--- src/rtl/core/tmcw_pkg.sv ---
// Shared types, character codes and cursor state for the text mode console writer.
package tmcw_pkg;

	// Default screen geometry
	localparam int COLS_DEF = 80;
	localparam int ROWS_DEF = 24;

	// Widths of the cursor fields, the wrap compare, the cell address and the address product
	localparam int CUR_W  = 8;
	localparam int CMP_W  = 9;
	localparam int ADDR_W = 11;
	localparam int PROD_W = 17;

	// Character codes
	localparam logic [7:0] CH_ESC      = 8'h1B;
	localparam logic [7:0] CH_LBRACKET = 8'h5B;
	localparam logic [7:0] CH_NEWLINE  = 8'h0A;
	// Sequence terminators: letters strictly between 'a' and 'z'
	localparam logic [7:0] SEQ_END_LO  = 8'h62;
	localparam logic [7:0] SEQ_END_HI  = 8'h79;

	// Escape parser modes
	localparam logic [1:0] MODE_TEXT      = 2'd0;
	localparam logic [1:0] MODE_AFTER_ESC = 2'd1;
	localparam logic [1:0] MODE_SEQUENCE  = 2'd2;
	localparam logic [1:0] MODE_UNUSED    = 2'd3;

	// One input character transfer
	typedef struct packed {
		logic [7:0] ch;
		logic [7:0] attribute;
		logic       first;
		logic [6:0] start_col;
		logic [4:0] start_row;
	} char_t;

	// One cell write
	typedef struct packed {
		logic [10:0] cell_addr;
		logic [15:0] cell_data;
	} cell_t;

	// Cursor and escape state
	typedef struct packed {
		logic [CUR_W-1:0] col;
		logic [CUR_W-1:0] row;
		logic [1:0]       mode;
	} cursor_t;

endpackage

--- src/rtl/core/text_mode_console_writer.sv ---
// Top level of the text mode console writer: input stage, cursor state, output register.
//
// Usage: the char channel (char_valid, char_ready, char_item) carries one
// character byte with its attribute, a first-of-string flag and a start
// position. Printable bytes leave on the cell channel (cell_valid,
// cell_ready, cell_item) as a cell index and attribute/character word.
// Newline, ESC and bytes of an escape or control sequence produce no transfer.
// Order: a byte accepted into the input stage register is processed into the
// cursor and output registers, and its cell write is then valid at cell_valid.
// Throughput: one byte per cycle while no cell write stalls; the cursor update
// is combinational from the input stage into the cursor and output registers.
// Reset clears the cursor to the top-left cell and the parser to plain text;
// the input stage and output register come up empty.
// Stall: while a cell write waits on cell_ready, one more byte is held in
// the input stage; a byte that writes no cell still moves on, after that
// char_ready drops until the receiver takes the pending cell.
module text_mode_console_writer #(
	parameter int COLS = tmcw_pkg::COLS_DEF,
	parameter int ROWS = tmcw_pkg::ROWS_DEF
) (
	input  logic            clk,
	input  logic            arst_n,
	input  logic            char_valid,
	output logic            char_ready,
	input  tmcw_pkg::char_t char_item,
	output logic            cell_valid,
	input  logic            cell_ready,
	output tmcw_pkg::cell_t cell_item
);

	logic              valid_s1;
	tmcw_pkg::char_t   item_s1;
	tmcw_pkg::cursor_t cursor_q;
	tmcw_pkg::cursor_t cursor_nxt;
	tmcw_pkg::cell_t   cell_nxt;
	logic              emit;
	logic              advance;

	// Move the staged byte on unless its cell write has no room
	assign advance    = valid_s1 && (!emit || !cell_valid || cell_ready);
	assign char_ready = !valid_s1 || advance;

	// Input stage valid
	always_ff @(posedge clk or negedge arst_n) begin
		if (!arst_n) begin
			valid_s1 <= 1'b0;
		end else if (char_ready) begin
			valid_s1 <= char_valid;
		end
	end

	// Input stage payload
	always_ff @(posedge clk) begin
		if (char_ready && char_valid) begin
			item_s1 <= char_item;
		end
	end

	tmcw_step #(
		.COLS(COLS),
		.ROWS(ROWS)
	) u_step (
		.item   (item_s1),
		.cur    (cursor_q),
		.nxt    (cursor_nxt),
		.emit   (emit),
		.cell_wr(cell_nxt)
	);

	// Advance the cursor and parser state with each processed byte
	always_ff @(posedge clk or negedge arst_n) begin
		if (!arst_n) begin
			cursor_q.col  <= '0;
			cursor_q.row  <= '0;
			cursor_q.mode <= tmcw_pkg::MODE_TEXT;
		end else if (advance) begin
			cursor_q <= cursor_nxt;
		end
	end

	tmcw_out_reg u_out_reg (
		.clk       (clk),
		.arst_n    (arst_n),
		.load      (advance && emit),
		.load_cell (cell_nxt),
		.cell_valid(cell_valid),
		.cell_ready(cell_ready),
		.cell_item (cell_item)
	);

	// Cursor always stays on the screen
	a_cursor_range: assert property (@(posedge clk) disable iff (!arst_n)
		(32'(cursor_q.col) < COLS) && (32'(cursor_q.row) < ROWS))
		else $error("cursor left the screen");

	// Parser never reaches the unused mode
	a_mode_valid: assert property (@(posedge clk) disable iff (!arst_n)
		cursor_q.mode != tmcw_pkg::MODE_UNUSED)
		else $error("escape parser in unused mode");

	// State holds while no byte moves on
	a_state_hold: assert property (@(posedge clk) disable iff (!arst_n)
		!advance |=> $stable(cursor_q))
		else $error("cursor changed without a processed byte");

endmodule

--- src/rtl/core/tmcw_step.sv ---
// Per-character step logic: cursor load, escape parsing, cell write and cursor advance.
module tmcw_step #(
	parameter int COLS = tmcw_pkg::COLS_DEF,
	parameter int ROWS = tmcw_pkg::ROWS_DEF
) (
	input  tmcw_pkg::char_t   item,
	input  tmcw_pkg::cursor_t cur,
	output tmcw_pkg::cursor_t nxt,
	output logic              emit,
	output tmcw_pkg::cell_t   cell_wr
);

	localparam logic [tmcw_pkg::CMP_W-1:0] COLS_C = tmcw_pkg::CMP_W'(COLS);
	localparam logic [tmcw_pkg::CMP_W-1:0] ROWS_C = tmcw_pkg::CMP_W'(ROWS);

	logic [tmcw_pkg::CMP_W-1:0]  col_ld, row_ld;
	logic [tmcw_pkg::CMP_W-1:0]  col_w1, row_w1, row_inc1;
	logic [tmcw_pkg::CMP_W-1:0]  col_a, row_a;
	logic [tmcw_pkg::CMP_W-1:0]  col_w2, row_w2, row_inc2;
	logic [tmcw_pkg::PROD_W-1:0] addr_full;
	logic [1:0]                  mode_nxt;

	// Load the cursor from the start fields on the first byte of a string
	always_comb begin
		if (item.first) begin
			col_ld = tmcw_pkg::CMP_W'(item.start_col);
			row_ld = tmcw_pkg::CMP_W'(item.start_row);
		end else begin
			col_ld = tmcw_pkg::CMP_W'(cur.col);
			row_ld = tmcw_pkg::CMP_W'(cur.row);
		end
	end

	// Wrap the loaded cursor onto the screen
	assign row_inc1 = row_ld + tmcw_pkg::CMP_W'(1);
	always_comb begin
		col_w1 = col_ld;
		row_w1 = row_ld;
		if (col_ld >= COLS_C) begin
			col_w1 = '0;
			row_w1 = row_inc1;
		end
		if (row_w1 >= ROWS_C) begin
			col_w1 = '0;
			row_w1 = '0;
		end
	end

	// Cell index for a printable byte
	assign addr_full = tmcw_pkg::PROD_W'(row_w1) * tmcw_pkg::PROD_W'(COLS)
		+ tmcw_pkg::PROD_W'(col_w1);
	assign cell_wr.cell_addr = addr_full[tmcw_pkg::ADDR_W-1:0];
	assign cell_wr.cell_data = {item.attribute, item.ch};

	// Parse escapes and advance the cursor in text mode
	always_comb begin
		mode_nxt = tmcw_pkg::MODE_TEXT;
		emit     = 1'b0;
		col_a    = col_w1;
		row_a    = row_w1;
		case (cur.mode)
			tmcw_pkg::MODE_SEQUENCE: begin
				if (item.ch inside {[tmcw_pkg::SEQ_END_LO : tmcw_pkg::SEQ_END_HI]}) begin
					mode_nxt = tmcw_pkg::MODE_TEXT;
				end else begin
					mode_nxt = tmcw_pkg::MODE_SEQUENCE;
				end
			end
			tmcw_pkg::MODE_AFTER_ESC: begin
				if (item.ch == tmcw_pkg::CH_LBRACKET) begin
					mode_nxt = tmcw_pkg::MODE_SEQUENCE;
				end else begin
					mode_nxt = tmcw_pkg::MODE_TEXT;
				end
			end
			default: begin
				if (item.ch == tmcw_pkg::CH_ESC) begin
					mode_nxt = tmcw_pkg::MODE_AFTER_ESC;
				end else if (item.ch == tmcw_pkg::CH_NEWLINE) begin
					col_a = '0;
					row_a = row_w1 + tmcw_pkg::CMP_W'(1);
				end else begin
					emit  = 1'b1;
					col_a = col_w1 + tmcw_pkg::CMP_W'(1);
				end
			end
		endcase
	end

	// Wrap again after the advance
	assign row_inc2 = row_a + tmcw_pkg::CMP_W'(1);
	always_comb begin
		col_w2 = col_a;
		row_w2 = row_a;
		if (col_a >= COLS_C) begin
			col_w2 = '0;
			row_w2 = row_inc2;
		end
		if (row_w2 >= ROWS_C) begin
			col_w2 = '0;
			row_w2 = '0;
		end
	end

	assign nxt.col  = col_w2[tmcw_pkg::CUR_W-1:0];
	assign nxt.row  = row_w2[tmcw_pkg::CUR_W-1:0];
	assign nxt.mode = mode_nxt;

endmodule

--- src/rtl/core/tmcw_out_reg.sv ---
// Output register for cell writes with valid and ready toward the frame buffer.
module tmcw_out_reg (
	input  logic            clk,
	input  logic            arst_n,
	input  logic            load,
	input  tmcw_pkg::cell_t load_cell,
	output logic            cell_valid,
	input  logic            cell_ready,
	output tmcw_pkg::cell_t cell_item
);

	logic            valid_q;
	tmcw_pkg::cell_t cell_q;

	// Hold the valid flag until the transfer completes
	always_ff @(posedge clk or negedge arst_n) begin
		if (!arst_n) begin
			valid_q <= 1'b0;
		end else if (load) begin
			valid_q <= 1'b1;
		end else if (cell_ready) begin
			valid_q <= 1'b0;
		end
	end

	// Capture a new cell write
	always_ff @(posedge clk) begin
		if (load) begin
			cell_q <= load_cell;
		end
	end

	assign cell_valid = valid_q;
	assign cell_item  = cell_q;

endmodule

--- config.mk ---
export PLATFORM = sky130hd
export DESIGN_NAME = text_mode_console_writer
export DESIGN_NICKNAME = d
export VERILOG_FILES = /design/src/rtl/core/tmcw_pkg.sv /design/src/rtl/core/text_mode_console_writer.sv /design/src/rtl/core/tmcw_step.sv /design/src/rtl/core/tmcw_out_reg.sv
export SDC_FILE = /design/constraint.sdc
export NUM_CORES = 1
export LEC_CHECK = 0
export CELL_PAD_IN_SITES_DETAIL_PLACEMENT = 1
export CELL_PAD_IN_SITES_GLOBAL_PLACEMENT = 2
export CORE_AREA = 2 2 74 128
export DETAILED_ROUTE_END_ITERATION = 10
export DIE_AREA = 0 0 76 130
export DONT_BUFFER_PORTS = 1
export PLACE_DENSITY_LB_ADDON = 0.1
export SYNTH_ARGS = -nofsm -noshare
export SYNTH_HDL_FRONTEND = slang
export SYNTH_SLANG_ARGS = --single-unit
--- constraint.sdc ---
create_clock -name clk -period 7.09 [get_ports clk]
set_input_delay 1.418 -clock clk [delete_from_list [all_inputs] [get_ports clk]]
set_output_delay 1.418 -clock clk [all_outputs]
set_load 0.01 [all_outputs]
Yosys cells after proc, flatten, opt, wreduce, memory -nomap -nowiden:

Cells that the tools add are included.

* output and inout bits: 29
* bits of input ports: 33
* memories kept: 0
* word-level logic and storage cells: 66
* bits in writable memories: 0
* register bits: 76
* latch bits: 0
* bits in read-only memories: 0

* bitwise gates (word level): 0
* reduce and logical (&&, ||, !) cells: 12
* $add $sub $neg: 5
* multiplexer cells: 25
* shift-type cells: 0
* $mul: 1
* div/mod/pow operators: 0
* equal/unequal tests: 5
* $lt $le $gt $ge: 6

Operator list (count)
* 9-bit two-way mux: 9
* 8-bit two-way mux: 7
* 8-bit by 1-bit adder with 9-bit output (second input constant): 2
* 9-bit by 1-bit adder with 9-bit output (second input constant): 2
* 9-bit by 5-bit >= comparator with 1-bit output (second input constant): 2
* 8-bit by 7-bit >= comparator with 1-bit output (second input constant): 2
* 11-bit by 8-bit adder with 11-bit output: 1
* 9-bit by 7-bit >= comparator with 1-bit output (second input constant): 1
* 9-bit by 3-bit multiplier with 7-bit output (second input constant): 1
* 8-bit by 4-bit == test with 1-bit output (second input constant): 1
* 8-bit by 5-bit == test with 1-bit output (second input constant): 1
* 8-bit by 7-bit == test with 1-bit output (second input constant): 1
* 8-bit by 7-bit <= comparator with 1-bit output (second input constant): 1
* 1-bit two-way mux: 6
* 1-bit logical AND: 4
* 2-bit two-way mux: 2
* 2-bit case mux with 2 select lines: 1
* 1-bit logical NOT: 3
* 1-bit logical OR: 3
* 2-bit by 1-bit == test with 1-bit output (second input constant): 1
* 2-bit == test (second input constant): 1
* 2-bit nonzero test: 1
* 2-bit OR reduction: 1

Longest topological paths before layout:

* depth in word-level cells: 13
* depth in mapped cells: 19
* depth with buffers taken out: 18

Modules after synthesis:

From an unflattened synthesis, not the netlist that was laid out.

* cells, all modules: 430
* area, all modules: 4719.5 µm²

By module, submodules not included
* text_mode_console_writer: area each 1994.4 µm², sequential area each 1346.3 µm², times used 1, cells an instance 139
* tmcw_step: area each 1878.1 µm², sequential area each 0.0 µm², times used 1, cells an instance 261
* tmcw_out_reg: area each 847.1 µm², sequential area each 835.8 µm², times used 1, cells an instance 30

Worst setup path after synthesis:

OpenSTA, ideal clock, no wires.

* kind: flip-flop to flip-flop
* start point: reg item_s1[12] (netlist name)
* end point: reg cursor_q[3] (netlist name)
* setup time: 0.132 ns
* required time: 6.958 ns
* stages on the path, launching flop included: 20
* arrival: 3.963 ns
* path slack: 2.995 ns
* clock period less this slack: 4.095 ns
* buffers on the path: 1
* cell sequence: edfxtp_1 -> buf_6 -> mux2i_1 -> inv_1 -> ha_1 -> a211oi_1 -> a211oi_1 -> a31oi_1 -> o2bb2ai_1 -> or3_4 -> nor2_1 -> ha_1 -> inv_1 -> nor4_4 -> o2111ai_1 -> a2111oi_0 -> o221a_2 -> a41oi_2 -> nor4_4 -> a31oi_1

* longest elaborated chain between the ends: 13
* elaborated cells between the ends (all ways): 22
* classes of those cells: add/sub (4); order compare (4); mux (14)

Ends and longest elaborated chain
* from (decl): RTL line text_mode_console_writer.sv:32 `tmcw_pkg::char_t item_s1;`
* from (signal assigned): RTL line text_mode_console_writer.sv:55 `item_s1 <= char_item;`
* 8-bit two-way mux: RTL line tmcw_step.sv:25 `if (item.first) begin`
* 8-bit by 1-bit adder with 9-bit output or 8-bit by 7-bit >= comparator with 1-bit output (tied branches): RTL line tmcw_step.sv:35, tmcw_step.sv:39
* 9-bit two-way mux: RTL line tmcw_step.sv:39 `if (col_ld >= COLS_C) begin`
* 9-bit by 5-bit >= comparator with 1-bit output: RTL line tmcw_step.sv:43 `if (row_w1 >= ROWS_C) begin`
* 9-bit two-way mux or 8-bit two-way mux (tied branches): RTL line tmcw_step.sv:43
* 9-bit by 1-bit adder with 9-bit output or 8-bit by 1-bit adder with 9-bit output (tied branches): RTL line tmcw_step.sv:81, tmcw_step.sv:84
* 9-bit two-way mux: RTL line tmcw_step.sv:79 `end else if (item.ch == tmcw_pkg::CH_NEWLINE) begin`
* 9-bit two-way mux: RTL line tmcw_step.sv:77 `if (item.ch == tmcw_pkg::CH_ESC) begin`
* 9-bit two-way mux: RTL line tmcw_step.sv:61 `case (cur.mode)`
* 9-bit by 1-bit adder with 9-bit output or 9-bit by 7-bit >= comparator with 1-bit output (tied branches): RTL line tmcw_step.sv:91, tmcw_step.sv:95
* 9-bit two-way mux (*): RTL line tmcw_step.sv:95 `if (col_a >= COLS_C) begin`
* 9-bit by 5-bit >= comparator with 1-bit output: RTL line tmcw_step.sv:99 `if (row_w2 >= ROWS_C) begin`
* 8-bit two-way mux (*): RTL line tmcw_step.sv:99
* to (signal assigned): RTL line text_mode_console_writer.sv:77 `cursor_q <= cursor_nxt;`
* to (decl): RTL line text_mode_console_writer.sv:33 `tmcw_pkg::cursor_t cursor_q;`

Every way passes the cells marked *; elsewhere a longest branch is shown, timed or not.
A chain may end at the register's enable or synchronous reset.

Worst setup path after layout:

* start point: reg item_s1[12] (netlist name)
* end point: reg cursor_q[4] (netlist name)

The elaborated chain is that of the path after synthesis.

==> impl_metrics.toml <==
[clock_network]
clockBufferDepth = 2
cts_sinks = 76
hold_buffers = 0
cts_setup_buffers = 0
insertion_delay_ps = 340
cts.htree.levels = 3
cts_resized = 0
numCtsBuffers = 9
cts_root_buf = "clkbuf_16"
cts_tree = "done"
path_clk_slew_ps = 60

[power_and_ir_drop]
p_int_mw = 1.012
switching_share_pct = 31.50
peakVddDrop_uv = 164.6
pwr_density_cell_nw_per_um2 = 335.5
clockPowerShare_pct = 31.0
pwr-share-seq_pct = 43.6
p_comb_share_pct = 25.4
switching_power_uw = 465.4
power.leakage_nw = 1.701

[run]
max_cap_violations = 0

[worst_setup_path]
end_kind = "register"
max_stage_delay_ps = 1020
critPathTopFamily = "compound AO/OA/AOI/OAI gates"
critical_path_required_ps = 7300
slowest_stage = "edfxtp_1"
critPathKind = "register to register"
path_max_fanout = 24
crit_chain = "mux2i_1 -> inv_1 -> ha_1 -> a211oi_1 -> a211oi_1 -> a31oi_1 -> o2bb2ai_1 -> or3_4 -> nor2_1 -> ha_1 -> inv_1 -> nor4_4 -> o2111ai_1 -> a2111oi_0 -> o221a_2 -> a41oi_2 -> nor4_4 -> a31oi_1"
critPathLaunchType = "register"
cp.arrival_ps = 5510
critPathBufInv = 2

[logic_synthesis]
syn_area_um2 = 3975
synthArstFlopShare_pct = 26.32
ys_warn_count = 0
ys_ff_latch = 76
synth_ff_type = "edfxtp_1"
seq_area_frac_synth_pct = 54.89
synth_edf_count = 56
avgSynthCellArea_um2 = 12.70
synth.distinct_cells = 74
postSynthCellCount = 313

[route]
vias = 2589
wl_um = 8877
drc = 0
first_pass_iters = 4
drt-initial-drc-count = 68
wl_per_cell_um = 19.86
ant_nets = 0
via_per_inst = 5.792

[global_route]
gr-total-overflow = 0
antenna_found_initial = 0
grt_pass1_wl_um = 14330
grt_use_total_pct = 19.18
grt_start_max_net_pins = 30
grt_pass1_vias = 2687

[final_layout]
syn_to_final_growth_pct = 10.76
nets = 374
n_antenna_cell = 0
drive_gt1_share_pct = 14.98
final_area_um2 = 4403

[sta]
setup_viol = 0
rsz0062_at_grt = "no"
worst_pin_slew_ps = 1016
min_period_ps = 5304
finalSetupTns_ps = 0
min_period_over_period_pct = 74.81
finalHoldViolCount = 0
slew_headroom_pct = 32.30
drv_slew = 0
max_freq_mhz = 188.5
skew_ps = 10.45

[die]
die_x_um = 76
io_pins = 62
core_region_area_um2 = 8921
initial_core_util_pct = 44.56
die_y_um = 130
fp.dieArea_um2 = 9880
rows = 46

[outcome]
status = "finished clean"

[place]
dp_hpwl_um = 6760
portBuffers = 0
globalplace.congestion = 0.7853
placed_cell_area_um2 = 4100

[worst_hold_path]
hp-class = "register to register"
## layout make-up
class / count / area [um^2]
clock buffer: 11 / 242.7
clock inverter: 5 / 60.06
fill: 927 / 4518
inverter: 12 / 45.04
multi-input combinational: 219 / 1693
sequential: 76 / 2182
tap: 120 / 150.1
timing repair buffer: 4 / 30.03
## stage by stage
stage	std cells	hold WS [ps]	worst slack (ps)	power (mW)	utilization, %
finish	447	421.8	1786	1.477	49.35
global route	447	428.2	1384	1.565	49.35
CTS	447	423.3	1798	1.497	49.35
detailed placement	431	405.6	1792	1.030	45.96
global placement	431	403.0	1991	1.019	45.96
floorplan	314	400.3	2995	0.9313	-
## cell families after synthesis
family                   share of synthesized area [%]
AO/OA/AOI/OAI                                    13.06
XOR/XNOR                                         3.305
adder cells (fa/ha/maj)                          6.358
buffers and inverters                            2.675
flip-flops                                       54.89
multiplexers                                     3.966
other                                          0.09434
AND/OR/NAND/NOR                                  15.64
## routing by layer
metal,routed length (um),vias to the layer above,GRT usage (%)
met5,0,-,0
met4,191,0,8.449
met3,276,16,3.734
met2,4912,77,37.24
met1,3496,1282,20.01
li1,-,1214,-
## final timing paths
path	from	endpoint	slack, ps	cells past startpoint
min	item_s1[14]$_DFFE_PP_	u_out_reg.cell_item[9]$_DFFE_PP_	420	0
max	item_s1[12]$_DFFE_PP_	cursor_q[4]$_DFFE_PN0P_	1790	18
max reg2reg	item_s1[12]$_DFFE_PP_	cursor_q[4]$_DFFE_PN0P_	1790	18
min in group asynchronous	arst_n	cursor_q[10]$_DFFE_PN0P_	760	0
min reg2reg	item_s1[14]$_DFFE_PP_	u_out_reg.cell_item[9]$_DFFE_PP_	420	0
max in group asynchronous	arst_n	cursor_q[2]$_DFFE_PN0P_	6240	0
## power by group through the flow
stage                     registers (mW)  clock network, mW  logic (mW)
after floorplan                    0.632                  0       0.300
after global placement             0.652                  0       0.367
after detailed placement           0.653                  0       0.377
after CTS                          0.645              0.470       0.381
after global routing               0.653              0.491       0.421
final                              0.645              0.458       0.375
## registers in the layout, summed over array words and instances (netlist names)
signal,count
item_s1,29
cursor_q,18
u_out_reg.cell_valid,1
valid_s1,1
u_out_reg.cell_item,27
## synth_stat cells (all sizes together) (3+ instances only)
master	instances	area, um^2
nand3	6	30.03
dfrtp	20	500.5
o21ai	15	78.82
nand2b	5	31.28
nor2b	3	18.77
and3	8	55.05
or3	3	28.78
nor3	11	81.33
nand4	6	43.79
mux2i	12	123.9
o21a	3	23.77
nand2	20	77.58
ha	17	212.7
and2	8	50.05
o211ai	4	35.03
edfxtp	56	1682
a32o	3	30.03
mux2	3	33.78
nor4	3	63.81
inv	12	45.04
xor2	5	43.79
nor2	17	68.81
xnor2	10	87.58
buf	5	53.79
a31oi	4	25.02
a211oi	5	42.54
a21oi	14	77.58
## placed cells by master, fill, tap and decap left out, types with 5 or more instances in the layout
cell / count
a21oi_1: 12
and2_1: 8
edfxtp_1: 56
o21ai_0: 10
inv_1: 12
clkbuf_16: 9
nand2_1: 19
nand4_1: 5
nor2_1: 14
xor2_1: 5
nand2b_1: 5
nor3_1: 7
xnor2_1: 10
nand3_1: 6
mux2i_1: 11
and3_1: 7
ha_1: 17
dfrtp_1: 20
(Power assumes the default switching activity.)
